===== src/rtl/irt_pkg.sv =====
package irt_pkg;

   localparam int SlotsDefault  = 8;
   localparam int PiecesDefault = 16;
   localparam int HdrBytes      = 20;
   localparam int OffsetShift   = 3;

   typedef enum logic [2:0] {
      ST_UNFRAG  = 3'd0,
      ST_STORED  = 3'd1,
      ST_DONE    = 3'd2,
      ST_OVERLAP = 3'd3,
      ST_BEYOND  = 3'd4,
      ST_SECOND  = 3'd5,
      ST_FULL    = 3'd6,
      ST_TICK    = 3'd7
   } status_type;

   typedef struct packed {
      logic        tick;
      logic [31:0] src;
      logic [31:0] dst;
      logic [23:0] key;
      logic [16:0] off;
      logic [15:0] size;
      logic        mf;
   } job_type;

   typedef struct packed {
      status_type  status;
      logic [16:0] plen;
   } res_type;

   typedef enum logic [3:0] {
      BK_IDLE,
      BK_SLOT,
      BK_OVL,
      BK_OVL_CHK,
      BK_SIZE,
      BK_WALK,
      BK_WALK_CHK,
      BK_CLEAR,
      BK_EMIT
   } back_state_type;

endpackage


===== src/rtl/irt_front.sv =====
module irt_front (
   input  logic            clock,
   input  logic            reset,
   input  logic            req_valid,
   output logic            req_stall,
   input  logic            req_opcode,
   input  logic [31:0]     req_source_ip,
   input  logic [31:0]     req_dest_ip,
   input  logic [7:0]      req_protocol,
   input  logic [15:0]     req_ident,
   input  logic [12:0]     req_frag_offset,
   input  logic [15:0]     req_payload_size,
   input  logic            req_more_fragments,
   output logic            q_valid,
   output irt_pkg::job_type q_job,
   input  logic            q_pop
);
   import irt_pkg::*;

   job_type q_ff [2];
   job_type job_in;
   logic [1:0] cnt_ff;
   logic rd_ff, wr_ff;
   logic push;

   assign req_stall = (cnt_ff == 2'd2);
   assign push = req_valid && !req_stall;
   assign q_valid = (cnt_ff != 2'd0);
   assign q_job = q_ff[rd_ff];

   always_comb begin
      job_in.tick = req_opcode;
      job_in.src  = req_source_ip;
      job_in.dst  = req_dest_ip;
      job_in.key  = {req_protocol, req_ident};
      job_in.off  = {1'b0, req_frag_offset, 3'b000};
      job_in.size = req_payload_size;
      job_in.mf   = req_more_fragments;
   end

   always_ff @(posedge clock) begin
      if (push) begin
         q_ff[wr_ff] <= job_in;
      end
      if (reset) begin
         cnt_ff <= 2'd0;
         rd_ff  <= 1'b0;
         wr_ff  <= 1'b0;
      end else begin
         if (push) wr_ff <= ~wr_ff;
         if (q_pop) rd_ff <= ~rd_ff;
         cnt_ff <= cnt_ff + {1'b0, push} - {1'b0, q_pop};
      end
   end
endmodule


===== config.mk =====
export PLATFORM = sky130hd
export DESIGN_NAME = irt_front
export DESIGN_NICKNAME = d
export VERILOG_FILES = /design/src/rtl/irt_pkg.sv /design/src/rtl/irt_front.sv
export SDC_FILE = /design/constraint.sdc
export NUM_CORES = 1
export LEC_CHECK = 0
export BUFFER_PORTS_ARGS = -buffer_cell sky130_fd_sc_hd__buf_2
export CELL_PAD_IN_SITES_DETAIL_PLACEMENT = 0
export CELL_PAD_IN_SITES_GLOBAL_PLACEMENT = 2
export CORE_UTILIZATION = 33
export CTS_BUF_LIST = sky130_fd_sc_hd__clkbuf_2
export DETAILED_ROUTE_END_ITERATION = 12
export GPL_TIMING_DRIVEN = 0
export PLACE_DENSITY_LB_ADDON = 0.1
export SLEW_MARGIN = 10
export SYNTH_ARGS = -nofsm -noshare
export SYNTH_HDL_FRONTEND = slang
export SYNTH_SLANG_ARGS = --single-unit

===== constraint.sdc =====
create_clock -name clock -period 3.9 [get_ports clock]
set_input_delay 0 -clock clock [delete_from_list [all_inputs] [get_ports clock]]
set_output_delay 0 -clock clock [all_outputs]
set_load 0.01 [all_outputs]

==> qor.yml, run 1 <==
status: "did not finish"
stop_stage: "clock tree synthesis"
error: "[ERROR RSZ-0060] Max buffer count reached."
cts_hold_buf: 222
portBuffers: 243
cts.repair.resized: 0
ys_warn_count: 0
post_cts_buffers: 0
clockBufferDepth: 3
htree_levels: 3
syn_inst: 400
pre_cts_slack_ns: 1.70
ctsRootBufferMaster: "clkbuf_2"
fp.dieH_um: 166
synth.distinct_cells: 20
rows: 59
ys_ff_latch: 243
cts_sinks: 243
placed_cell_area_um2: 10600
die_w_um: 166
boundaryPins: 248
hpwl_mm: 12.1
synth_top_area_frac: 0.804
ys_seq_area_frac: 0.815
postSynthAreaPerCell_um2: 22.2
start_util: 0.339
synth_top_area_cell: "edfxtp_1"
cts_buffers: 67
ys_top_cells_by_area: "edfxtp_1, mux2_2, buf_6"
synthesis.area_um2: 8890
routabilityCongestion: 0.703
dp.cells: 984
==> per-stage QoR <==
step | setup TNS (ns) | utilization
after detailed placement | 0 | 0.406
after global placement | -136.83 | 0.402
after floorplan | 0 | -
==> cell usage after synthesis (all sizes together) <==
library cell,count
dfxtp,5
conb,1
xnor2,2
edfxtp,238
buf,17
nand2b,1
o21ai,1
nor2,3
xor2,1
or2,1
nor2b,1
mux2,119
a21oi,1
inv,4
nand2,1
ha,2
or3,1
and3,1
==> cell families after synthesis <==
| kind of cell | count (synthesis) | share of synthesized area |
|---|---|---|
| AOI/OAI and AO/OA | 2 | 0.00112 |
| muxes | 119 | 0.151 |
| adders and majority gates | 2 | 0.00281 |
| buffers and inverters | 21 | 0.0211 |
| xor gates and xnor gates | 3 | 0.00296 |
| and+or+nand+nor | 9 | 0.00563 |
| other | 1 | 0.000422 |
| DFF | 243 | 0.815 |
==> inputs of run 2 (changes only) <==
==> config.mk (replaced) <==
export PLATFORM = sky130hd
export DESIGN_NAME = irt_front
export DESIGN_NICKNAME = d
export VERILOG_FILES = /design/src/rtl/irt_pkg.sv /design/src/rtl/irt_front.sv
export SDC_FILE = /design/constraint.sdc
export NUM_CORES = 1
export LEC_CHECK = 0
export BUFFER_PORTS_ARGS = -buffer_cell sky130_fd_sc_hd__buf_2
export CORE_UTILIZATION = 20
export DETAILED_ROUTE_END_ITERATION = 12
export GPL_TIMING_DRIVEN = 0
export PLACE_DENSITY_LB_ADDON = 0.15
export SLEW_MARGIN = 10
export SYNTH_ARGS = -nofsm -noshare
export SYNTH_HDL_FRONTEND = slang
export SYNTH_SLANG_ARGS = --single-unit
==> run 2 against run 1 <==
Compared with the run above: the run now ends clean; synthesized cell count did not move; synthesized area stayed put.
==> qor.yml, run 2 <==
regMostFlops: "q_ff"
ys_async_sr_fraction: 0  # unchanged
overflow: 0
start_kind: "flop"
synth_top_area_cell: "edfxtp_1"  # unchanged
routabilityCongestion: 0.690  # was 0.703
grt_pass1_wl_mm: 30.0
final_cell_mix: "buf_2, edfxtp_1, dlygate4sd3_1"
final_max_slew_viol_count: 0
p_switching_w: 0.00170
r2r_slack_ns: 1.76
num_vias: 5049
holdPathEnd: "q_ff[0][95]"
synth_commonest_cells: "edfxtp_1, mux2_2, buf_6"  # unchanged
ys_seq_area_frac: 0.815  # unchanged
clk_pin_slew_ns: 0.06
clkPwrFrac: 0.371
pre_cts_slack_ns: 1.70  # about the same
post_cts_buffers: 0  # unchanged
postSynthAreaPerCell_um2: 22.2  # unchanged
diodes: 0
synth-compound-area-share: 0.00113  # unchanged
clock_skew_ns: 0.0220
worst_slack_ns: 1.76
mostFrequentLayoutCell: "buf_2"
cts_buffers: 28  # was 67
ctsRootBufferMaster: "clkbuf_16"  # was clkbuf_2
leakage_nw: 4.88
setup-violations-final: 0
synth.distinct_cells: 20  # unchanged
synthesis.area_um2: 8890  # unchanged
min_path_type: "in -> reg"
core-area_um2: 43500
end_kind: "flop"
die_w_um: 213  # was 166 um
ir_drop_mv: 0.302
worstHoldPathCells: 2
first_global_vias: 5626
synth.area.mux_share: 0.151  # unchanged
drv_cap: 0
fillers: 4405
placed_cell_area_um2: 10900  # was 10600 um^2
r2r_start: "cnt_ff[0]"
first_pass_iters: 4
worstHoldStart: "req_source_ip[9]"
fp.dieH_um: 213  # was 166 um
crit_type: "reg -> reg"
rows: 76  # was 59
r2r_cells: 5
grt_usage: 0.0849
switching_share: 0.236
drt-initial-drc-count: 130
syn_inst: 400  # unchanged
ys.flop_type: "edfxtp_1"  # unchanged
area_growth_syn_to_layout_pct: 47.8
fin_util: 0.302
top_regs: "q_ff x238, cnt_ff x2"
nNetsFinal: 927
cts_tree: "yes"
p_int_w: 0.00551
worstPathMaxFanout: 70
synth_fa_ha_area_frac: 0.00281  # unchanged
layout-drive-gt1-share: 0.523
ys_warn_count: 0  # unchanged
drc: 0
worst_slew_pin_slew_ns: 0.560
period_needed_ns: 2.14
required_ns: 4.10
hpwl_mm: 13.4  # was 12.1 mm
synth-simple-area-share: 0.00563  # unchanged
synth.most_common_cell: "edfxtp_1"  # unchanged
grt_max_degree: 71
start_util: 0.205  # was 0.339
p_seq_frac: 0.464
fin_crit_sh: 0.550
layoutNonFillerInstCount: 1409
fin_area_um2: 13100
ys_top_cells_by_area: "edfxtp_1, mux2_2, buf_6"  # unchanged
dp.cells: 1234  # was 984
hold_violations: 0
power_density_nw_per_um2: 549
fmax_mhz: 466
crit_family: "buffers and inverters"
cp_cell_sequence: "nand2b_2 > inv_2 > or3_1 > inv_6 > buf_16"
cts_sinks: 243  # unchanged
post_drt_wl_per_cell_um: 14.1
clk_latency_ns: 0.54
cts_hold_buf: 123  # was 222
antenna_found_initial: 0
timing.hold.ws_ns: 0.179
largest_reg_flops: 238
synth_top_family_by_area: "multiplexers"  # unchanged
boundaryPins: 248  # unchanged
cts.repair.resized: 0  # unchanged
dieArea_um2: 45300
worstReg2RegEnd: "q_ff[0][66]"
drt_wl_total_mm: 19.9
ant_nets: 0
slowest_delay_ns: 0.40
synth_top_area_frac: 0.804  # unchanged
synth_edf_count: 238  # unchanged
status: "completed"  # was did not finish
portBuffers: 243  # unchanged
rsz0062_at_grt: "no"
max_slew_margin: 0.627
comb_power_share: 0.165
synthXorXnorAreaFrac: 0.00296  # unchanged
critPathArrivalTime_ns: 2.34
htree_levels: 1  # was 3
path_buf_inv: 3
clockBufferDepth: 3  # unchanged
via_per_inst: 3.58
slowest_stage: "inv_6"
ys_ff_latch: 243  # unchanged
## run 2: cell counts after synthesis
No cell type changed its count.
## run 2: kinds of logic (layout without fill, tap and decap cells)
group | count (synthesis) | count (layout)
other | 1 | 4
muxes | 119 | 119
buffers and inverters | 21 | 442
DFF | 243 | 243
and+or+nand+nor | 9 | 9
adders and majority gates | 2 | 2
xor gates and xnor gates | 3 | 3
AOI/OAI and AO/OA | 2 | 2
## run 2: cell type report
class,instances,area [um^2],area share
multi-input cells,139,1470,0.112
clock inverters,21,230,0.0175
plain buffers,17,173,0.0131
flip-flops and latches,243,7250,0.552
inverters,4,20.0,0.00152
clock buffers,31,733,0.0558
repair buffers,369,2530,0.193
well taps,585,732,0.0557
## run 2: per-stage QoR
step                power (W)  TNS, ns
floorplan             0.00403        0
global placement      0.00451  -134.58
detailed placement    0.00452        0
CTS                   0.00736        0
global route          0.00755        0
finish                0.00721        0
## run 2: routing by layer
layer	routed length, um	up-vias	track usage
met5	0	-	0
met4	428	0	0.0211
met3	1380	32	0.0307
met2	10200	141	0.154
met1	7880	2485	0.0934
li1	-	2391	-
## run 2: power groups by stage
stage / clock network [W] / registers [W] / logic (W)
4_1_cts: 0.00278 / 0.00335 / 0.00123
3_3_place_gp: 0 / 0.00344 / 0.00106
5_1_grt: 0.00288 / 0.00338 / 0.00129
3_5_place_dp: 0 / 0.00340 / 0.00112
6_report: 0.00268 / 0.00335 / 0.00119
2_1_floorplan: 0 / 0.00341 / 0.000617
## run 2: worst max-delay path by stage
stage | slack [ns] | depth (start not counted) | from | endpoint
after floorplan | 0.29 | 4 | cnt_ff[0] | q_ff[0][0]
after global placement | -1.14 | 4 | cnt_ff[0] | q_ff[0][40]
after detailed placement | 1.70 | 5 | cnt_ff[0] | q_ff[0][60]
after CTS | 1.69 | 5 | cnt_ff[0] | q_ff[0][63]
after global routing | 1.60 | 5 | cnt_ff[0] | q_ff[0][65]
final | 1.76 | 5 | cnt_ff[0] | q_ff[0][66]
Note: power is estimated with default switching activity, not from simulation.
